### src/hdl/frame_time_window_stats_defines.svh
// Assertion helpers shared by the frame time statistics block.
`ifndef FRAME_TIME_WINDOW_STATS_DEFINES_SVH
`define FRAME_TIME_WINDOW_STATS_DEFINES_SVH

// Same-cycle implication.
`define FTWS_ASSERT_IMPL(lbl, clk, rst, ante, cons, msg) \
   lbl: assert property (@(posedge clk) disable iff (rst) (ante) |-> (cons)) \
      else $error(msg);

// Next-cycle implication.
`define FTWS_ASSERT_NEXT(lbl, clk, rst, ante, cons, msg) \
   lbl: assert property (@(posedge clk) disable iff (rst) (ante) |=> (cons)) \
      else $error(msg);

`endif

### src/hdl/ftws_pkg.sv
package ftws_pkg;

   localparam int AVG_W     = 24;
   localparam int RATE_W    = 30;
   localparam int CNT_OUT_W = 8;
   localparam int RSP_W     = 112;

   localparam logic [RATE_W-1:0] RATE_FULL = 30'd1000000000;

   // req_tuser op codes
   localparam logic OP_RESTART = 1'b1;

   typedef struct packed {
      logic busy;
      logic done;
   } ftws_div_stat_type;

endpackage

### src/hdl/ftws_ram.sv
module ftws_ram #(
   parameter int WIDTH  = 24,
   parameter int DEPTH  = 128,
   parameter int ADDR_W = (DEPTH > 1) ? $clog2(DEPTH) : 1
) (
   input  logic              clock,
   input  logic              wr_en,
   input  logic [ADDR_W-1:0] wr_addr,
   input  logic [WIDTH-1:0]  wr_data,
   input  logic [ADDR_W-1:0] rd_addr,
   output logic [WIDTH-1:0]  rd_data
);

   logic [WIDTH-1:0] mem_ff [DEPTH];
   logic [WIDTH-1:0] rd_data_ff;
   logic [WIDTH-1:0] rd_data_in;

   assign rd_data_in = mem_ff[rd_addr];
   assign rd_data    = rd_data_ff;

   always_ff @(posedge clock) begin
      if (wr_en) begin
         mem_ff[wr_addr] <= wr_data;
      end
      rd_data_ff <= rd_data_in;
   end

endmodule

### src/hdl/ftws_div.sv
`include "frame_time_window_stats_defines.svh"

// Restoring divider, one quotient bit per cycle.
module ftws_div import ftws_pkg::*; #(
   parameter int DVD_W = 32,
   parameter int DIV_W = 24
) (
   input  logic              clock,
   input  logic              reset,
   input  logic              start,
   input  logic [DVD_W-1:0]  dividend,
   input  logic [DIV_W-1:0]  divisor,
   output logic [DVD_W-1:0]  quotient,
   output ftws_div_stat_type stat
);

   localparam int CW = $clog2(DVD_W + 1);

   logic             busy_ff, busy_in;
   logic             done_ff, done_in;
   logic [CW-1:0]    cnt_ff, cnt_in;
   logic [DVD_W-1:0] quo_ff, quo_in;
   logic [DIV_W-1:0] rem_ff, rem_in;
   logic [DIV_W-1:0] dsr_ff, dsr_in;

   logic [DIV_W:0]   trial;
   logic [DIV_W:0]   trial_sub;
   logic             fits;

   assign trial     = {rem_ff, quo_ff[DVD_W-1]};
   assign trial_sub = trial - {1'b0, dsr_ff};
   assign fits      = (trial >= {1'b0, dsr_ff});

   always_comb begin
      busy_in = busy_ff;
      done_in = 1'b0;
      cnt_in  = cnt_ff;
      quo_in  = quo_ff;
      rem_in  = rem_ff;
      dsr_in  = dsr_ff;
      if (start) begin
         quo_in  = dividend;
         rem_in  = '0;
         dsr_in  = divisor;
         cnt_in  = CW'(DVD_W);
         busy_in = 1'b1;
      end else if (busy_ff) begin
         rem_in = fits ? trial_sub[DIV_W-1:0] : trial[DIV_W-1:0];
         quo_in = {quo_ff[DVD_W-2:0], fits};
         cnt_in = cnt_ff - CW'(1);
         if (cnt_ff == CW'(1)) begin
            busy_in = 1'b0;
            done_in = 1'b1;
         end
      end
   end

   always_ff @(posedge clock) begin
      if (reset) begin
         busy_ff <= 1'b0;
         done_ff <= 1'b0;
      end else begin
         busy_ff <= busy_in;
         done_ff <= done_in;
      end
   end

   always_ff @(posedge clock) begin
      cnt_ff <= cnt_in;
      quo_ff <= quo_in;
      rem_ff <= rem_in;
      dsr_ff <= dsr_in;
   end

   assign quotient  = quo_ff;
   assign stat.busy = busy_ff;
   assign stat.done = done_ff;

   `FTWS_ASSERT_IMPL(a_no_start_busy, clock, reset, start, !busy_ff, "divider restarted while busy")
   `FTWS_ASSERT_NEXT(a_done_pulse, clock, reset, done_ff, !done_ff, "divider done held over two cycles")
   `FTWS_ASSERT_IMPL(a_rem_below, clock, reset, done_ff && (dsr_ff != '0), rem_ff < dsr_ff, "divider remainder not below divisor")

endmodule

### src/hdl/frame_time_window_stats.sv
// Frame time window statistics. Each req beat carries a free-running microsecond
// timestamp (req_tdata) and an op (req_tuser: 0 = frame tick, 1 = restart). A tick
// turns the wrapped difference from the previous timestamp, saturated to TIME_BITS,
// into a frame time that replaces the oldest of SAMPLES ring entries, and returns one
// rsp beat with the truncated window average, the rate in milli-frames per second
// (1e9 / average, 1e9 when the average is zero), the window min and max, and the
// number of valid samples. A restart clears the history, keeps the timestamp and
// returns all zeros. One beat is handled at a time. A tick runs the bit-serial divider
// once for the average and once for the rate, the rate divide being skipped when the
// average is zero, and then the min/max scan, which reads the ring RAM one entry per
// cycle. The rsp beat appears in the same cycle as the block is ready again. A
// finished result sits in the rsp register, so the next req beat is taken while it
// waits. The ring needs no clearing pass after reset or restart: the fill count masks
// entries not yet written.
`include "frame_time_window_stats_defines.svh"

module frame_time_window_stats import ftws_pkg::*; #(
   parameter int SAMPLES   = 128,
   parameter int TIME_BITS = 24
) (
   input  logic             clock,
   input  logic             reset,
   input  logic             req_tvalid,
   output logic             req_tready,
   input  logic [31:0]      req_tdata,   // timestamp_us[31:0]
   input  logic             req_tuser,   // op[0]
   output logic             rsp_tvalid,
   input  logic             rsp_tready,
   output logic [RSP_W-1:0] rsp_tdata    // avg_frame_us[23:0], rate_milli_fps[53:24],
                                         // min_frame_us[77:54], max_frame_us[101:78],
                                         // valid_count[109:102], zero pad[111:110]
);

   localparam int CNT_W = $clog2(SAMPLES + 1);
   localparam int AW    = (SAMPLES > 1) ? $clog2(SAMPLES) : 1;
   localparam int SUM_W = TIME_BITS + CNT_W;
   localparam int DVD_W = (SUM_W > RATE_W) ? SUM_W : RATE_W;
   localparam int DIV_W = (TIME_BITS > CNT_W) ? TIME_BITS : CNT_W;

   localparam logic [32:0]      MAX_FRAME_X = (33'd1 << TIME_BITS) - 33'd1;
   localparam logic [31:0]      MAX_FRAME   = MAX_FRAME_X[31:0];
   localparam logic [CNT_W-1:0] CNT_FULL    = CNT_W'(SAMPLES);
   localparam logic [AW-1:0]    SLOT_LAST   = AW'(SAMPLES - 1);

   localparam logic [2:0] S_IDLE    = 3'd0;
   localparam logic [2:0] S_UPD     = 3'd1;
   localparam logic [2:0] S_DIV1_GO = 3'd2;
   localparam logic [2:0] S_DIV1    = 3'd3;
   localparam logic [2:0] S_DIV2_GO = 3'd4;
   localparam logic [2:0] S_DIV2    = 3'd5;
   localparam logic [2:0] S_SCAN    = 3'd6;
   localparam logic [2:0] S_DONE    = 3'd7;

   // control state
   logic [2:0]           state_ff, state_in;
   logic [AW-1:0]        slot_ff, slot_in;
   logic [CNT_W-1:0]     filled_ff, filled_in;
   logic [SUM_W-1:0]     sum_ff, sum_in;
   logic [31:0]          stamp_ff, stamp_in;
   logic [CNT_W-1:0]     scan_ff, scan_in;
   logic                 scan_vld_ff, scan_vld_in;
   logic                 scan_first_ff, scan_first_in;
   logic                 rsp_tvalid_ff, rsp_tvalid_in;

   // payload
   logic [TIME_BITS-1:0] delta_ff, delta_in;
   logic [TIME_BITS-1:0] avg_ff, avg_in;
   logic [RATE_W-1:0]    rate_ff, rate_in;
   logic [TIME_BITS-1:0] min_ff, min_in;
   logic [TIME_BITS-1:0] max_ff, max_in;
   logic [RSP_W-1:0]     rsp_data_ff, rsp_data_in;

   logic [31:0]          diff;
   logic [TIME_BITS-1:0] old_entry;
   logic                 scan_issue;

   // ring RAM
   logic                 ram_wr_en;
   logic [AW-1:0]        ram_rd_addr;
   logic [TIME_BITS-1:0] ram_rd_data;

   // shared divider
   logic                 div_start;
   logic [DVD_W-1:0]     div_dividend;
   logic [DIV_W-1:0]     div_divisor;
   logic [DVD_W-1:0]     div_quotient;
   ftws_div_stat_type    div_stat;

   assign req_tready = (state_ff == S_IDLE);
   assign rsp_tvalid = rsp_tvalid_ff;
   assign rsp_tdata  = rsp_data_ff;

   assign diff       = req_tdata - stamp_ff;
   assign ram_wr_en  = (state_ff == S_UPD);
   // outside the scan the read port sits on the write slot, so the entry about to be
   // replaced is in the RAM output register in the cycle after the req beat
   assign ram_rd_addr = (state_ff == S_SCAN) ? scan_ff[AW-1:0] : slot_ff;
   // an entry only counts once the window is full; before that it was never written
   assign old_entry  = (filled_ff == CNT_FULL) ? ram_rd_data : '0;
   assign scan_issue = (scan_ff != filled_ff);

   assign div_start    = (state_ff == S_DIV1_GO) || (state_ff == S_DIV2_GO);
   assign div_dividend = (state_ff == S_DIV1_GO) ? DVD_W'(sum_ff) : DVD_W'(RATE_FULL);
   assign div_divisor  = (state_ff == S_DIV1_GO) ? DIV_W'(filled_ff) : DIV_W'(avg_ff);

   always_comb begin
      state_in      = state_ff;
      slot_in       = slot_ff;
      filled_in     = filled_ff;
      sum_in        = sum_ff;
      stamp_in      = stamp_ff;
      scan_in       = scan_ff;
      scan_vld_in   = 1'b0;
      scan_first_in = scan_first_ff;
      rsp_tvalid_in = rsp_tvalid_ff && !rsp_tready;
      delta_in      = delta_ff;
      avg_in        = avg_ff;
      rate_in       = rate_ff;
      min_in        = min_ff;
      max_in        = max_ff;
      rsp_data_in   = rsp_data_ff;

      case (state_ff)
         S_IDLE: begin
            if (req_tvalid) begin
               stamp_in = req_tdata;
               if (req_tuser == OP_RESTART) begin
                  slot_in   = '0;
                  filled_in = '0;
                  sum_in    = '0;
                  avg_in    = '0;
                  rate_in   = '0;
                  min_in    = '0;
                  max_in    = '0;
                  state_in  = S_DONE;
               end else begin
                  // long gaps saturate
                  delta_in = (diff > MAX_FRAME) ? MAX_FRAME[TIME_BITS-1:0]
                                                : diff[TIME_BITS-1:0];
                  state_in = S_UPD;
               end
            end
         end
         S_UPD: begin
            sum_in   = sum_ff - SUM_W'(old_entry) + SUM_W'(delta_ff);
            slot_in  = (slot_ff == SLOT_LAST) ? '0 : slot_ff + AW'(1);
            if (filled_ff != CNT_FULL) begin
               filled_in = filled_ff + CNT_W'(1);
            end
            state_in = S_DIV1_GO;
         end
         S_DIV1_GO: begin
            state_in = S_DIV1;
         end
         S_DIV1: begin
            if (div_stat.done) begin
               avg_in = div_quotient[TIME_BITS-1:0];
               if (div_quotient == '0) begin
                  rate_in       = RATE_FULL;
                  scan_in       = '0;
                  scan_first_in = 1'b1;
                  state_in      = S_SCAN;
               end else begin
                  state_in = S_DIV2_GO;
               end
            end
         end
         S_DIV2_GO: begin
            state_in = S_DIV2;
         end
         S_DIV2: begin
            if (div_stat.done) begin
               rate_in       = div_quotient[RATE_W-1:0];
               scan_in       = '0;
               scan_first_in = 1'b1;
               state_in      = S_SCAN;
            end
         end
         S_SCAN: begin
            // one read issued per cycle, its data compared in the next cycle
            if (scan_issue) begin
               scan_in     = scan_ff + CNT_W'(1);
               scan_vld_in = 1'b1;
            end
            if (scan_vld_ff) begin
               scan_first_in = 1'b0;
               if (scan_first_ff || (ram_rd_data < min_ff)) begin
                  min_in = ram_rd_data;
               end
               if (scan_first_ff || (ram_rd_data > max_ff)) begin
                  max_in = ram_rd_data;
               end
            end
            if (!scan_issue && !scan_vld_ff) begin
               state_in = S_DONE;
            end
         end
         S_DONE: begin
            if (!rsp_tvalid_ff || rsp_tready) begin
               rsp_data_in   = {2'b00, CNT_OUT_W'(filled_ff), AVG_W'(max_ff),
                                AVG_W'(min_ff), rate_ff, AVG_W'(avg_ff)};
               rsp_tvalid_in = 1'b1;
               state_in      = S_IDLE;
            end
         end
         default: begin
            state_in = S_IDLE;
         end
      endcase
   end

   always_ff @(posedge clock) begin
      if (reset) begin
         state_ff      <= S_IDLE;
         slot_ff       <= '0;
         filled_ff     <= '0;
         sum_ff        <= '0;
         stamp_ff      <= '0;
         scan_ff       <= '0;
         scan_vld_ff   <= 1'b0;
         scan_first_ff <= 1'b0;
         rsp_tvalid_ff <= 1'b0;
      end else begin
         state_ff      <= state_in;
         slot_ff       <= slot_in;
         filled_ff     <= filled_in;
         sum_ff        <= sum_in;
         stamp_ff      <= stamp_in;
         scan_ff       <= scan_in;
         scan_vld_ff   <= scan_vld_in;
         scan_first_ff <= scan_first_in;
         rsp_tvalid_ff <= rsp_tvalid_in;
      end
   end

   always_ff @(posedge clock) begin
      delta_ff    <= delta_in;
      avg_ff      <= avg_in;
      rate_ff     <= rate_in;
      min_ff      <= min_in;
      max_ff      <= max_in;
      rsp_data_ff <= rsp_data_in;
   end

   ftws_ram #(
      .WIDTH  (TIME_BITS),
      .DEPTH  (SAMPLES),
      .ADDR_W (AW)
   ) u_ring (
      .clock   (clock),
      .wr_en   (ram_wr_en),
      .wr_addr (slot_ff),
      .wr_data (delta_ff),
      .rd_addr (ram_rd_addr),
      .rd_data (ram_rd_data)
   );

   ftws_div #(
      .DVD_W (DVD_W),
      .DIV_W (DIV_W)
   ) u_div (
      .clock    (clock),
      .reset    (reset),
      .start    (div_start),
      .dividend (div_dividend),
      .divisor  (div_divisor),
      .quotient (div_quotient),
      .stat     (div_stat)
   );

   `FTWS_ASSERT_NEXT(a_busy_after_beat, clock, reset, req_tvalid && req_tready, !req_tready, "req taken twice in a row")
   `FTWS_ASSERT_IMPL(a_fill_bound, clock, reset, 1'b1, filled_ff <= CNT_FULL, "fill count past window size")
   `FTWS_ASSERT_IMPL(a_idle_div_quiet, clock, reset, state_ff == S_IDLE, !div_stat.busy, "divider busy while idle")
   `FTWS_ASSERT_IMPL(a_avg_in_range, clock, reset, (state_ff == S_DONE) && (filled_ff != '0), (min_ff <= avg_ff) && (avg_ff <= max_ff), "average outside window min/max")

endmodule
### config.mk
export PLATFORM = sky130hd
export DESIGN_NAME = frame_time_window_stats
export DESIGN_NICKNAME = d
export VERILOG_FILES = /design/src/hdl/ftws_pkg.sv /design/src/hdl/ftws_ram.sv /design/src/hdl/ftws_div.sv /design/src/hdl/frame_time_window_stats.sv
export VERILOG_INCLUDE_DIRS = /design/src /design/src/hdl
export SDC_FILE = /design/constraint.sdc
export NUM_CORES = 2
export LEC_CHECK = 0
export BUFFER_PORTS_ARGS = -buffer_cell sky130_fd_sc_hd__buf_2
export CORE_ASPECT_RATIO = 0.6
export CORE_MARGIN = 1.5
export CORE_UTILIZATION = 26
export DETAILED_ROUTE_END_ITERATION = 6
export PLACE_DENSITY = 0.51
export SLEW_MARGIN = 15
export SYNTH_ARGS = -nofsm -noshare
export SYNTH_HDL_FRONTEND = slang
export SYNTH_HIERARCHICAL = 1
export SYNTH_SLANG_ARGS = --single-unit
### constraint.sdc
create_clock -name clock -period 12.59 [get_ports clock]
set_clock_uncertainty 0.05 [all_clocks]
set_input_delay 1.259 -clock clock [delete_from_list [all_inputs] [get_ports clock]]
set_output_delay 1.259 -clock clock [all_outputs]
set_load 0.01 [all_outputs]
Word level (Yosys, flattened, before mapping)
Memory sizes are Yosys's and may differ from the RTL's. A register that Yosys moved wholly into a read port is not among the register bits.
Cells that the tools add are included.
{"block": "totals", "ram_bits": 3072, "wordCells": 155, "latch_bits": 0, "rom_bits": 0, "register_bits": 417, "memories": 1}
{"name": "u_ring.mem_ff", "depth": 128, "width": 24, "rd": 1, "rd_clocked_by_memory_dff": 1, "wr": 1, "line_no": "ftws_ram.sv:14", "rtl": "logic [WIDTH-1:0] mem_ff [DEPTH];"}
{"block": "classes", "mul": 0, "bitwise_logic": 3, "n_eq_ne": 24, "add_sub_neg": 8, "n_lt_le_gt_ge": 4, "n_div": 0, "shift": 0, "n_reduce_logical": 32, "mux": 61}
{"operator": "two-way mux 24 bit", "count": 9}
{"operator": "two-way mux 32 bit", "count": 5}
{"operator": "two-way mux 30 bit", "count": 5}
{"operator": "one-hot mux 24 bit (2 select lines)", "count": 3}
{"operator": "one-hot mux 30 bit (3 select lines)", "count": 1}
{"operator": "two-way mux 8 bit", "count": 8}
{"operator": "one-hot mux 32 bit (2 select lines)", "count": 1}
{"operator": "adder 32 x 24 -> 32 bit", "count": 1}
{"operator": "greater-than comparator 32 x 24 -> 1 bit (second input constant)", "count": 1}
{"operator": "logical NOT 32 bit", "count": 1}
{"operator": "subtractor 32 x 24 -> 32 bit", "count": 1}
{"operator": "subtractor 32 bit", "count": 1}
{"operator": "two-way mux 7 bit", "count": 4}
{"operator": ">= comparator 25 x 24 -> 1 bit", "count": 1}
{"operator": "AND reduction 5 bit", "count": 5}
{"operator": "greater-than comparator 24 bit", "count": 1}
{"operator": "< comparator 24 bit", "count": 1}
{"operator": "one-hot mux 3 bit (8 select lines)", "count": 1}
{"operator": "one-hot mux 8 bit (3 select lines)", "count": 1}
{"operator": "subtractor 24 bit", "count": 1}
{"operator": "two-way mux 3 bit", "count": 6}
{"operator": "adder 8 x 1 -> 8 bit (second input constant)", "count": 2}
{"operator": "one-hot mux 8 bit (2 select lines)", "count": 1}
{"operator": "inequality test 2 x 1 -> 1 bit (second input constant)", "count": 7}
{"operator": "other kinds (28)", "count": 64}

Longest topological paths before layout
{"block": "depth", "depth_word": 5, "depth_mapped": 20, "mapped_depth_nobuf": 19}

Hierarchy
The synthesis kept the hierarchy.
{"mod": "ftws_ram", "area_each_um2": 117381.3, "cells_per_inst": 4538, "instances": 1, "seq_area_each_um2": 92728.9}
{"mod": "frame_time_window_stats", "area_each_um2": 17735.8, "cells_per_inst": 1738, "instances": 1, "seq_area_each_um2": 8948.6}
{"mod": "ftws_div", "area_each_um2": 4809.6, "cells_per_inst": 448, "instances": 1, "seq_area_each_um2": 2322.2}

Least setup slack after synthesis
Ideal clock, no wire load.
{"block": "synth_timing", "path_kind": "input-to-reg", "start": "input port rsp_tready", "end": "register rsp_data_ff[0], in the netlist rsp_tdata[0] (enable)", "t_arrival_ns": 6.250, "n_path_buf": 0, "setup_slack_ns": 5.698, "setup_time_ns": 0.592, "stages": 2, "t_required_ns": 11.948, "cell_sequence": "nand2b_1 nor2b_1"}
{"block": "synth_via", "elab_chain_cells": 2}
{"element": "start, declared", "line_no": "frame_time_window_stats.sv:28", "rtl": "input logic rsp_tready,"}
{"element": "logical OR 1 bit", "line_no": "frame_time_window_stats.sv:199", "rtl": "if (!rsp_tvalid_ff || rsp_tready) begin"}
{"element": "AND reduction 2 bit (no line)"}
{"element": "end signal, assigned", "line_no": "frame_time_window_stats.sv:242", "rtl": "rsp_data_ff <= rsp_data_in;"}
{"element": "end, declared", "line_no": "frame_time_window_stats.sv:71", "rtl": "logic [RSP_W-1:0] rsp_data_ff, rsp_data_in;"}
Every way passes these cells.
A chain may end at the register's enable or synchronous reset.

Final worst setup path
{"block": "layout_timing", "start": "register state_ff[1]", "end": "register u_ring.rd_data_ff[11], in the netlist u_ring/rd_data[11] (read register of u_ring.mem_ff)"}
{"block": "layout_via", "elab_chain_cells": 2}
{"element": "start, declared", "line_no": "frame_time_window_stats.sv:55", "rtl": "logic [2:0] state_ff, state_in;"}
{"element": "start signal, assigned", "line_no": "frame_time_window_stats.sv:224", "rtl": "state_ff <= state_in;"}
{"element": "equality test 3 bit", "line_no": "frame_time_window_stats.sv:97", "rtl": "assign ram_rd_addr = (state_ff == S_SCAN) ? scan_ff[AW-1:0] : slot_ff;"}
{"element": "two-way mux 7 bit", "line_no": "frame_time_window_stats.sv:97"}
{"element": "via ram_rd_addr[0]", "line_no": "frame_time_window_stats.sv:79", "rtl": "logic [AW-1:0] ram_rd_addr;"}
{"element": "end, declared", "line_no": "ftws_ram.sv:15", "rtl": "logic [WIDTH-1:0] rd_data_ff;"}
The timed path passes the listed nets, and every way through them passes these cells.

==> results.py <==
metrics = {
    "run_status": {
        "status": "finished clean",
    },
    "synthesis": {
        "avgSynthCellArea_um2": 20.8,
        "netlist_area_um2": 140000,
        "synth_warnings": 6,
        "synthCells": 6723,
    },
    "setup_path": {
        "crit_cells": 10,
        "cp-end-kind": "register",
        "rr_startpoint": "state_ff[1]",
        "crit_slowest_cell": "nor2b_2",
        "r2r-end": "u_ring/rd_data[11]",
        "cp_num_buf_inv": 2,
        "reg2reg_depth": 10,
        "path_common_cell": "mux4_2",
        "start_kind": "register",
        "path_max_fanout": 83,
        "crit_chain": "nor2b_2 -> and2_1 -> nand2_1 -> nand2_4 -> buf_12 -> buf_4 -> mux4_2 -> mux4_2 -> mux4_2 -> mux2_2",
        "r2r_setup_slack_ps": 5700,
        "path_delay_family": "multiplexers",
        "worstSetupPathType": "register to register",
        "slowest_delay_ps": 1010,
        "crit_required_ps": 13340,
        "cp.arrival_ps": 7640,
    },
    "cells_and_area": {
        "syn_to_final_growth_pct": 15.6,
        "final_nets": 7295,
        "drive_gt1_frac": 0.280,
        "fin_util": 0.302,
        "fin_area_um2": 162000,
        "fin_cells": 14500,
    },
    "floorplan": {
        "start_util": 0.261,
        "die_area_um2": 543000,
        "coreArea_um2": 536000,
        "die_y_um": 571,
        "ioPinCount": 151,
        "fp.dieW_um": 950,
        "row_count": 208,
    },
    "sta": {
        "rsz0062_at_grt": "no",
        "worst_pin_slew_ps": 1340,
        "slew_headroom": 0.110,
        "fin_crit_ps": 6890,
        "tns_ps": 0,
        "finalMaxSlewViolations": 0,
        "fmaxAchievable_mhz": 145,
        "whs_ps": 354,
        "post-route-period-util": 0.547,
        "setup_viol": 0,
        "final_hold_viol_count": 0,
        "finalWorstSetupSlack_ps": 5700,
    },
    "pwr": {
        "total_leakage_power_nw": 48.5,
        "clkPwrFrac": 0.375,
        "vdd_drop_max_mv": 0.114,
        "p_int_mw": 19.8,
        "p_seq_frac": 0.499,
        "pwr-share-comb": 0.126,
        "powerDensity_nw_per_um2": 164,
        "power_mw": 26.5,
        "switchingPower_mw": 6.70,
        "netSwitchingFraction": 0.252,
    },
    "placed_design": {
        "hpwl_mm": 247,
        "dpl.cell_count": 13900,
        "dpl_cell_area_um2": 151000,
        "place_ws_ps": 5680,
        "place_congestion": 0.802,
        "portBuffers": 148,
    },
    "clock_network": {
        "clk_pin_slew_ps": 60,
        "cts_buffers": 331,
        "post_cts_buffers": 0,
        "root_buffer": "clkbuf_16",
        "clock_path_buffers": 4,
        "clk_latency_ps": 940,
        "cts-htree-levels": 5,
        "cts_tree": "done",
        "hold_buffers": 0,
        "cts_resized": 0,
        "cts_sinks": 3513,
    },
    "routing": {
        "routedWlPerCell_um": 28.5,
        "vias": 71300,
        "drc": 0,
        "vias_per_cell": 4.91,
        "drt-total-wl_mm": 415,
        "dr.pass1.iters": 6,
        "first_iter_violations": 9711,
        "final_antenna_net_count": 0,
    },
    "grt": {
        "grt_max_degree": 142,
        "grt_pass1_vias": 69100,
        "grt_pass1_wl_mm": 567,
        "grt.total_usage": 0.148,
        "antenna_found_initial": 72,
        "overflow": 0,
    },
    "hold_path": {
        "whs_endpoint": "rsp_tdata[31]",
        "worstHoldPathCells": 0,
        "hold_class": "register to register",
        "min_from": "rate_ff[7]",
    },
    "run": {
        "maxCapViolCount": 0,
    },
}
-- area by class of cell --
type / instances / area (µm²)
clock buffers: 423 / 8930
fillers: 51500 / 374000
clock inverters: 173 / 1480
multi-input cells: 2626 / 34600
inverters: 249 / 935
flip-flops and latches: 3513 / 104000
well taps: 7140 / 8930
diodes: 41 / 103
repair buffers: 371 / 2780
-- state kept, by name, summed over array words and instances (netlist names), 3 cells and up --
name,count
u_ring/mem_ff,3072
rsp_tdata,110
stamp_ff,32
sum_ff,32
u_div/quotient,32
rate_ff,30
avg_ff,24
delta_ff,24
max_ff,24
min_ff,24
u_div/dsr_ff,24
u_div/rem_ff,24
u_ring/rd_data,24
filled_ff,8
scan_ff,8
slot_ff,7
u_div/cnt_ff,6
state_ff,3
-- worst reg2reg max path, stage by stage, from the launching register on --
cell and delay (ps):
dfxtp_1 550, nor2b_2 1010, and2_1 470, nand2_1 170, nand2_4 510, buf_12 540
buf_4 1200, mux4_2 740, mux4_2 690, mux4_2 570, mux2_2 290
-- worst max path at each step --
stage	startpoint	slack, ps	to
after floorplan	rsp_tready	5700	rsp_tdata[0]
after global placement	state_ff[1]	5830	u_ring/rd_data[1]
after detailed placement	state_ff[1]	5680	u_ring/rd_data[1]
after CTS	state_ff[1]	5670	u_ring/rd_data[1]
after global routing	state_ff[1]	5310	u_ring/rd_data[22]
final	state_ff[1]	5700	u_ring/rd_data[11]
-- layout by cell type, fill, tap and decap left out, drive strengths merged, types with 14 or more instances in the layout --
| cell type | instances |
|---|---|
| nor2 | 255 |
| a31oi | 15 |
| nand4 | 38 |
| inv | 262 |
| nor4 | 14 |
| fa | 26 |
| and3 | 57 |
| nand3 | 64 |
| nor3 | 44 |
| dfxtp | 149 |
| and2 | 58 |
| buf | 371 |
| o21ai | 76 |
| ha | 140 |
| nor2b | 38 |
| a211oi | 27 |
| clkbuf | 423 |
| bufinv | 22 |
| o211ai | 14 |
| o21a | 16 |
| a21o | 56 |
| a21oi | 139 |
| diode | 41 |
| nand2b | 23 |
| xor2 | 47 |
| nand2 | 206 |
| xnor2 | 42 |
| mux4 | 1008 |
| clkinv | 127 |
| or3 | 14 |
| mux2i | 20 |
| edfxtp | 3364 |
| mux2 | 65 |
-- layer usage --
| metal | GRT usage | vias to the layer above | share of wire |
|---|---|---|---|
| met4 | 0.0232 | 38 | 0.015 |
| met1 | 0.233 | 39000 | 0.47 |
| li1 | - | 28400 | - |
| met3 | 0.0461 | 455 | 0.11 |
| met2 | 0.201 | 3355 | 0.41 |
| met5 | 0 | - | 0.00052 |
-- power groups by stage --
stage | sequential, mW | combinational [mW] | clock, mW
floorplan | 13.3 | 2.36 | 0
global route | 13.3 | 3.63 | 10.6
finish | 13.2 | 3.34 | 9.96
global placement | 13.5 | 3.26 | 0
CTS | 13.2 | 3.33 | 10.2
detailed placement | 13.5 | 3.31 | 0
(Power assumes the default switching activity.)
